### src/design/acp_pkg.sv
// Shared types, keyword tables and constants for the ASCII line command parser.
`timescale 1ns / 1ps

package acp_pkg;

  // Longest line kept before it is thrown away; legal range 9 to 256.
  localparam int LINE_LIMIT = 64;
  localparam int CNT_W = $clog2(LINE_LIMIT);

  localparam int KW_COUNT = 7;
  localparam int VALUE_START = 6;
  localparam int VALUE_W = 32;

  typedef logic [2:0] cmd_t;

  localparam cmd_t CMD_INVALID  = 3'd0;
  localparam cmd_t CMD_GETMV    = 3'd1;
  localparam cmd_t CMD_GETMA    = 3'd2;
  localparam cmd_t CMD_SETMV    = 3'd3;
  localparam cmd_t CMD_SETMA    = 3'd4;
  localparam cmd_t CMD_GETTEMP  = 3'd5;
  localparam cmd_t CMD_GETCTRL  = 3'd6;
  localparam cmd_t CMD_DROPCTRL = 3'd7;

  // Number scanner phases.
  localparam logic [1:0] PH_SKIP   = 2'd0;
  localparam logic [1:0] PH_SIGN   = 2'd1;
  localparam logic [1:0] PH_DIGITS = 2'd2;
  localparam logic [1:0] PH_DONE   = 2'd3;

  localparam logic [7:0] CHAR_NL    = 8'h0A;
  localparam logic [7:0] CHAR_SPACE = 8'h20;
  localparam logic [7:0] CHAR_TAB   = 8'h09;
  localparam logic [7:0] CHAR_CR    = 8'h0D;
  localparam logic [7:0] CHAR_PLUS  = 8'h2B;
  localparam logic [7:0] CHAR_MINUS = 8'h2D;
  localparam logic [7:0] CHAR_ZERO  = 8'h30;
  localparam logic [7:0] CHAR_NINE  = 8'h39;

  // Keyword text, first character in the top byte, padded with zeros.
  localparam logic [63:0] KW_TEXT [KW_COUNT] = '{
    {"GetmV", 24'h0},
    {"GetmA", 24'h0},
    {"SetmV", 24'h0},
    {"SetmA", 24'h0},
    {"GetTemp", 8'h0},
    {"GetCtrl", 8'h0},
    "DropCtrl"
  };

  localparam logic [3:0] KW_LEN [KW_COUNT] = '{
    4'd5, 4'd5, 4'd5, 4'd5, 4'd7, 4'd7, 4'd8
  };

  localparam cmd_t KW_CODE [KW_COUNT] = '{
    CMD_GETMV, CMD_GETMA, CMD_SETMV, CMD_SETMA, CMD_GETTEMP, CMD_GETCTRL, CMD_DROPCTRL
  };

  typedef struct packed {
    cmd_t               command_code;
    logic [VALUE_W-1:0] set_value;
    logic               value_missing;
  } acp_result_t;

endpackage

### src/design/acp_in_reg.sv
// Input register that holds one received byte until the parser takes it.
`timescale 1ns / 1ps

module acp_in_reg
  import acp_pkg::*;
(
  input  logic       clk,
  input  logic       rst,
  input  logic       in_valid,
  output logic       in_ready,
  input  logic [7:0] rx_byte,
  input  logic       take,
  output logic       byte_valid,
  output logic [7:0] byte_q
);

  // The register may refill in the same cycle that its byte is taken.
  assign in_ready = !byte_valid || take;

  always_ff @(posedge clk) begin
    if (rst) begin
      byte_valid <= 1'b0;
    end else if (in_ready) begin
      byte_valid <= in_valid;
    end
  end

  always_ff @(posedge clk) begin
    if (in_valid && in_ready) begin
      byte_q <= rx_byte;
    end
  end

endmodule

### src/design/acp_parse_core.sv
// Per-byte line state: keyword match flags, number scanner and line length.
`timescale 1ns / 1ps

module acp_parse_core
  import acp_pkg::*;
(
  input  logic        clk,
  input  logic        rst,
  input  logic        byte_valid,
  input  logic [7:0]  byte_q,
  input  logic        out_free,
  output logic        take,
  output logic        res_valid,
  output acp_result_t res
);

  logic [CNT_W-1:0]   byte_count, byte_count_next;
  logic [KW_COUNT-1:0] keyword_still_matching, keyword_still_matching_next;
  logic [1:0]         number_phase, number_phase_next;
  logic               number_negative, number_negative_next;
  logic               digits_seen, digits_seen_next;
  logic [VALUE_W-1:0] number_accumulator, number_accumulator_next;

  logic is_nl, is_blank, is_digit, is_sign;
  logic in_digit_phase;
  cmd_t line_code;
  logic [VALUE_W-1:0] acc_times_ten;

  assign is_nl    = (byte_q == CHAR_NL);
  assign is_blank = (byte_q == CHAR_SPACE) || (byte_q >= CHAR_TAB && byte_q <= CHAR_CR);
  assign is_digit = (byte_q >= CHAR_ZERO) && (byte_q <= CHAR_NINE);
  assign is_sign  = (byte_q == CHAR_PLUS) || (byte_q == CHAR_MINUS);
  assign acc_times_ten = (number_accumulator << 3) + (number_accumulator << 1);

  assign take = byte_valid && out_free;

  // Later keywords in the table win when more than one would match.
  always_comb begin
    line_code = CMD_INVALID;
    for (int k = 0; k < KW_COUNT; k++) begin
      if (keyword_still_matching[k] && (byte_count >= CNT_W'(KW_LEN[k]))) begin
        line_code = KW_CODE[k];
      end
    end
  end

  always_comb begin
    byte_count_next             = byte_count;
    keyword_still_matching_next = keyword_still_matching;
    number_phase_next           = number_phase;
    number_negative_next        = number_negative;
    digits_seen_next            = digits_seen;
    number_accumulator_next     = number_accumulator;
    in_digit_phase              = 1'b0;
    res_valid                   = 1'b0;
    res.command_code            = line_code;
    res.set_value               = '0;
    res.value_missing           = 1'b0;

    if (take && is_nl) begin
      res_valid = 1'b1;
      if (line_code == CMD_SETMV || line_code == CMD_SETMA) begin
        if (digits_seen) begin
          res.set_value = number_negative ? (VALUE_W'(0) - number_accumulator)
                                          : number_accumulator;
        end else begin
          res.value_missing = 1'b1;
        end
      end
    end

    if (take && !is_nl) begin
      for (int k = 0; k < KW_COUNT; k++) begin
        if ((byte_count < CNT_W'(KW_LEN[k])) &&
            (byte_q != KW_TEXT[k][{~byte_count[2:0], 3'b000} +: 8])) begin
          keyword_still_matching_next[k] = 1'b0;
        end
      end

      if (byte_count >= CNT_W'(VALUE_START)) begin
        unique case (number_phase)
          PH_SKIP: begin
            if (is_sign) begin
              number_negative_next = (byte_q == CHAR_MINUS);
              number_phase_next    = PH_SIGN;
            end else if (!is_blank) begin
              in_digit_phase = 1'b1;
            end
          end
          PH_SIGN, PH_DIGITS: begin
            in_digit_phase = 1'b1;
          end
          PH_DONE: begin
          end
          default: begin
          end
        endcase

        if (in_digit_phase) begin
          if (is_digit) begin
            number_accumulator_next = acc_times_ten + VALUE_W'(byte_q[3:0]);
            digits_seen_next        = 1'b1;
            number_phase_next       = PH_DIGITS;
          end else begin
            number_phase_next = PH_DONE;
          end
        end
      end

      byte_count_next = byte_count + CNT_W'(1);
    end

    // A newline or an overlong line starts the next line from scratch.
    if (take && (is_nl || (byte_count == CNT_W'(LINE_LIMIT - 1)))) begin
      byte_count_next             = '0;
      keyword_still_matching_next = '1;
      number_phase_next           = PH_SKIP;
      number_negative_next        = 1'b0;
      digits_seen_next            = 1'b0;
      number_accumulator_next     = '0;
    end
  end

  always_ff @(posedge clk) begin
    if (rst) begin
      byte_count             <= '0;
      keyword_still_matching <= '1;
      number_phase           <= PH_SKIP;
      number_negative        <= 1'b0;
      digits_seen            <= 1'b0;
      number_accumulator     <= '0;
    end else begin
      byte_count             <= byte_count_next;
      keyword_still_matching <= keyword_still_matching_next;
      number_phase           <= number_phase_next;
      number_negative        <= number_negative_next;
      digits_seen            <= digits_seen_next;
      number_accumulator     <= number_accumulator_next;
    end
  end

endmodule

### src/design/acp_out_reg.sv
// Result register that holds one decoded command until it is taken.
`timescale 1ns / 1ps

module acp_out_reg
  import acp_pkg::*;
(
  input  logic               clk,
  input  logic               rst,
  input  logic               load,
  input  acp_result_t        res,
  output logic               out_free,
  output logic               out_valid,
  input  logic               out_ready,
  output cmd_t               command_code,
  output logic [VALUE_W-1:0] set_value,
  output logic               value_missing
);

  acp_result_t held;

  assign out_free      = !out_valid || out_ready;
  assign command_code  = held.command_code;
  assign set_value     = held.set_value;
  assign value_missing = held.value_missing;

  always_ff @(posedge clk) begin
    if (rst) begin
      out_valid <= 1'b0;
    end else if (load) begin
      out_valid <= 1'b1;
    end else if (out_ready) begin
      out_valid <= 1'b0;
    end
  end

  always_ff @(posedge clk) begin
    if (load) begin
      held <= res;
    end
  end

endmodule

### src/design/ascii_line_command_parser.sv
// Top level of the ASCII line command parser.
`timescale 1ns / 1ps

// The parser takes one received byte per request on the input channel and
// gathers a line up to a newline (0x0A). At the newline it delivers one
// request on the output channel: a command code (0 invalid, 1 GetmV, 2 GetmA,
// 3 SetmV, 4 SetmA, 5 GetTemp, 6 GetCtrl, 7 DropCtrl) chosen by matching the
// line prefix against the keywords, and for the two set commands a decimal
// value read from line byte 6 on (leading white space skipped, optional sign,
// digits, wrapping modulo 2^32). A set command without digits reports value
// 0 with value_missing high; every other command reports value 0 and the flag
// low. An empty or unknown line still gives a request with code 0. A line
// that reaches 64 bytes without a newline is dropped with no output. No line
// buffer is kept: keyword flags and the number accumulator are updated as
// each byte goes by. The block takes one byte every clock cycle as long as
// results are taken; a byte passes an input register, combinational parsing
// logic and a result register, which is loaded as the newline leaves the
// input register. The only stall comes from the result register: while
// a result waits for out_ready, at most one more byte is held at the input.

module ascii_line_command_parser
  import acp_pkg::*;
(
  input  logic               clk,
  input  logic               rst,
  input  logic               in_valid,
  output logic               in_ready,
  input  logic [7:0]         rx_byte,
  output logic               out_valid,
  input  logic               out_ready,
  output logic [2:0]         command_code,
  output logic [VALUE_W-1:0] set_value,
  output logic               value_missing
);

  logic        take;
  logic        byte_valid;
  logic [7:0]  byte_q;
  logic        out_free;
  logic        res_valid;
  acp_result_t res;

  acp_in_reg u_in_reg (
    .clk        (clk),
    .rst        (rst),
    .in_valid   (in_valid),
    .in_ready   (in_ready),
    .rx_byte    (rx_byte),
    .take       (take),
    .byte_valid (byte_valid),
    .byte_q     (byte_q)
  );

  acp_parse_core u_core (
    .clk        (clk),
    .rst        (rst),
    .byte_valid (byte_valid),
    .byte_q     (byte_q),
    .out_free   (out_free),
    .take       (take),
    .res_valid  (res_valid),
    .res        (res)
  );

  acp_out_reg u_out_reg (
    .clk           (clk),
    .rst           (rst),
    .load          (res_valid),
    .res           (res),
    .out_free      (out_free),
    .out_valid     (out_valid),
    .out_ready     (out_ready),
    .command_code  (command_code),
    .set_value     (set_value),
    .value_missing (value_missing)
  );

endmodule

### config.mk
export PLATFORM = sky130hd
export DESIGN_NAME = ascii_line_command_parser
export DESIGN_NICKNAME = d
export VERILOG_FILES = /design/src/design/acp_pkg.sv /design/src/design/acp_in_reg.sv /design/src/design/acp_parse_core.sv /design/src/design/acp_out_reg.sv /design/src/design/ascii_line_command_parser.sv
export SDC_FILE = /design/constraint.sdc
export NUM_CORES = 1
export LEC_CHECK = 0
export BUFFER_PORTS_ARGS = -buffer_cell sky130_fd_sc_hd__buf_4
export CAP_MARGIN = 20
export CELL_PAD_IN_SITES_DETAIL_PLACEMENT = 0
export CELL_PAD_IN_SITES_GLOBAL_PLACEMENT = 1
export CORE_MARGIN = 2
export CORE_UTILIZATION = 38
export CTS_BUF_LIST = sky130_fd_sc_hd__clkbuf_16
export CTS_CLUSTER_DIAMETER = 30
export DETAILED_ROUTE_END_ITERATION = 10
export PLACE_DENSITY = 0.78
export SYNTH_ARGS = -nofsm -noshare
export SYNTH_HDL_FRONTEND = slang
export SYNTH_SLANG_ARGS = --single-unit
export TNS_END_PERCENT = 20
### constraint.sdc
create_clock -name clk -period 3.12 [get_ports clk]
set_input_delay 0.312 -clock clk [delete_from_list [all_inputs] [get_ports clk]]
set_output_delay 0.312 -clock clk [all_outputs]
set_load 0.02 [all_outputs]
==> flow_summary.ini <==
[flow_run]
cap_violations = 0

[power_and_ir_drop]
ir_drop_mv = 0.297
p_leak_nw = 3.60
power_density_nw_per_um2 = 321

[logic_synthesis]
yosysTopAreaCell = edfxtp_1
seq_area_frac_synth = 0.335
syn_nets = 897
netlist_area_sq_um = 6990
yosysWarnings = 0
ys_ff_latch = 95
yosys.cell_types.count = 70
syn_area_per_cell_sq_um = 8.59
ys_async_sr_fraction = 0
synth_top_area_share = 0.189
netlist_instances = 814
synth_ff_type = dfxtp_1
synthTopCellsByArea = edfxtp_1 (19%), dfxtp_1 (15%), ha_1 (12%)
synth_edf_count = 44

[place]
place_congestion = 0.871
dp_hpwl_um = 13700
port_buffers = 49
pre_cts_slack_ns = -0.0525
postPlaceCellArea_sq_um = 7860

[timing]
finalMaxSlewViolations = 0
setup_slack_ns = 0.0864
fin_crit_ns = 3.03
setup-tns-final_ns = 0
tightest_slew_ns = 0.451
rsz0062_at_grt = true
timing.final.hold_violations = 0
setup_viol = 0
period_share = 0.972
fmax_mhz = 330
finalClockSkew_ns = 0.0104
slew_headroom = 0.692

[clock_network]
insertion_delay_ns = 0.35
clock_sinks = 95
htreeDepth = 3
cts_buffers = 9
clk_pin_slew_worst_paths_ns = 0.08
cts_hold_buf = 0
cts_tree = done
clk_path_buf_depth = 2
root_buffer = clkbuf_16

[finish]
nets = 967
area.sequential_sq_um = 2340
n_antenna_cell = 0
layout_commonest_cell = buf_4
n_fill_cell = 1783
final_area_sq_um = 8210
area_delta_synth_final_pct = 17.4
drive_gt1_frac = 0.165
multi_input_area_sq_um = 4460
final_cell_mix = buf_4 (101), nor2_1 (82), nand2_1 (81)

[setup_path]
critPathLaunchType = flop
crit_arrival_ns = 3.33
critPathKind = reg -> reg
r2r_setup_slack_ns = 0.09
cp.required_ns = 3.42
path_max_fanout = 3
end_kind = flop

[drt]
drt_wl_total_um = 18100
drc = 0
firstDrtPassIters = 5
wl_per_cell_um = 16.2
antenna_left = 0
via_count = 6017
via_per_inst = 5.38
drtIter0Drc = 383

[global_routing]
grt_pass1_vias = 5796
antenna_found_initial = 0
grt_pass1_wl_um = 30500
grtUsageTotal = 0.191
grt_overflow = 0
grt_max_degree = 37

[die]
start_util = 0.388
chipHeight_um = 140
io_pins = 50
rows = 49
die-area_sq_um = 19500
core_area_sq_um = 18000
die_w_um = 140

[hold_path]
hold_path.class = in -> reg

[run_status]
outcome = completed
## where the power goes
part	total [mW]	internal (mW)	switching (mW)
clock	1.06	0.547	0.512
sequential	1.33	1.31	0.0184
combinational	0.248	0.102	0.146
total	2.64	1.96	0.677
## cell usage after synthesis, types with 6 or more instances
master,number
inv_1,21
ha_1,69
nor2b_1,7
a211oi_1,8
dfxtp_1,51
o31ai_1,11
a21oi_1,64
and3_1,11
nand4_1,8
nor3_1,19
o211ai_1,7
mux2i_1,7
nand2b_1,10
xor2_1,46
nand3_1,34
nand2_1,81
buf_2,6
edfxtp_1,44
xnor2_1,30
clkbuf_1,30
a31oi_1,8
nor2_1,83
and2_1,8
o21ai_0,51
a21o_1,11
## through the flow
stage               power [mW]  hold WS, ns   util  cells
floorplan                 1.53        0.381      -    814
global placement          1.60        0.450  0.436   1101
detailed placement        1.60        0.453  0.436   1101
CTS                       2.65        0.129  0.452   1118
global route              2.74        0.126  0.455   1118
finish                    2.64        0.139  0.455   1118
## flip-flops by register name (all words and copies together) (netlist names)
signal                         cells
u_out_reg.set_value               32
u_core.digits_seen                 1
u_out_reg.value_missing            1
u_core.number_phase                2
u_core.number_accumulator         32
u_core.keyword_still_matching      7
u_in_reg.byte_q                    8
u_in_reg.byte_valid                1
u_core.number_negative             1
u_out_reg.out_valid                1
u_core.byte_count                  6
u_out_reg.command_code             3
## layout make-up
type / instances / area share
clock buffer: 9 / 0.0274
clock inverter: 7 / 0.00610
inverter: 22 / 0.0101
multi-input combinational: 655 / 0.543
sequential: 95 / 0.286
tap: 229 / 0.0349
timing repair buffer: 101 / 0.0924
## routing by layer
| metal | up-vias | track usage | part of all wire |
|---|---|---|---|
| li1 | 3086 | - | - |
| met1 | 2796 | 0.291 | 0.52 |
| met2 | 116 | 0.288 | 0.43 |
| met3 | 19 | 0.0220 | 0.041 |
| met4 | 0 | 0.0484 | 0.015 |
| met5 | - | 0 | 0 |
## kinds of logic after synthesis
logic type | Yosys count | share of synthesized area
AND/OR/NAND/NOR | 297 | 0.210
AO/OA/AOI/OAI | 204 | 0.184
flip-flops | 95 | 0.335
XOR/XNOR | 76 | 0.0952
adder cells (fa/ha/maj) | 71 | 0.129
buffers and inverters | 64 | 0.0360
multiplexers | 7 | 0.0100
## critical path: stages (launching register included)
cell	delay (ns)
edfxtp_1	0.42
fa_1	0.58
inv_1	0.07
fa_2	0.39
nand2b_4	0.15
a211oi_2	0.17
buf_4	0.14
or2_2	0.11
a211o_1	0.14
a31o_2	0.19
a41oi_2	0.14
or4_1	0.41
nand3_1	0.07
## path summary, 6_finish.rpt
kind | from | endpoint | depth (start not counted)
worst max-delay path | u_in_reg.byte_q[3]$_DFFE_PP_ | u_core.number_accumulator[28]$_SDFFE_PP0P_ | 12
worst min-delay path | rx_byte[6] | u_in_reg.byte_q[6]$_DFFE_PP_ | 1
worst max register to register | u_in_reg.byte_q[3]$_DFFE_PP_ | u_core.number_accumulator[28]$_SDFFE_PP0P_ | 12
worst min register to register | u_core.keyword_still_matching[6]$_SDFFE_PP1P_ | u_core.keyword_still_matching[6]$_SDFFE_PP1P_ | 2
## repair_timing
action / 4_1_cts / 5_1_grt
endpoints found under the setup margin: 1 / 10
resized for setup: 0 / 16
pin swaps: 1 / 5
gates cloned: 0 / 0
setup buffers: 1 / 0
Note: power is estimated with default switching activity, not from simulation.
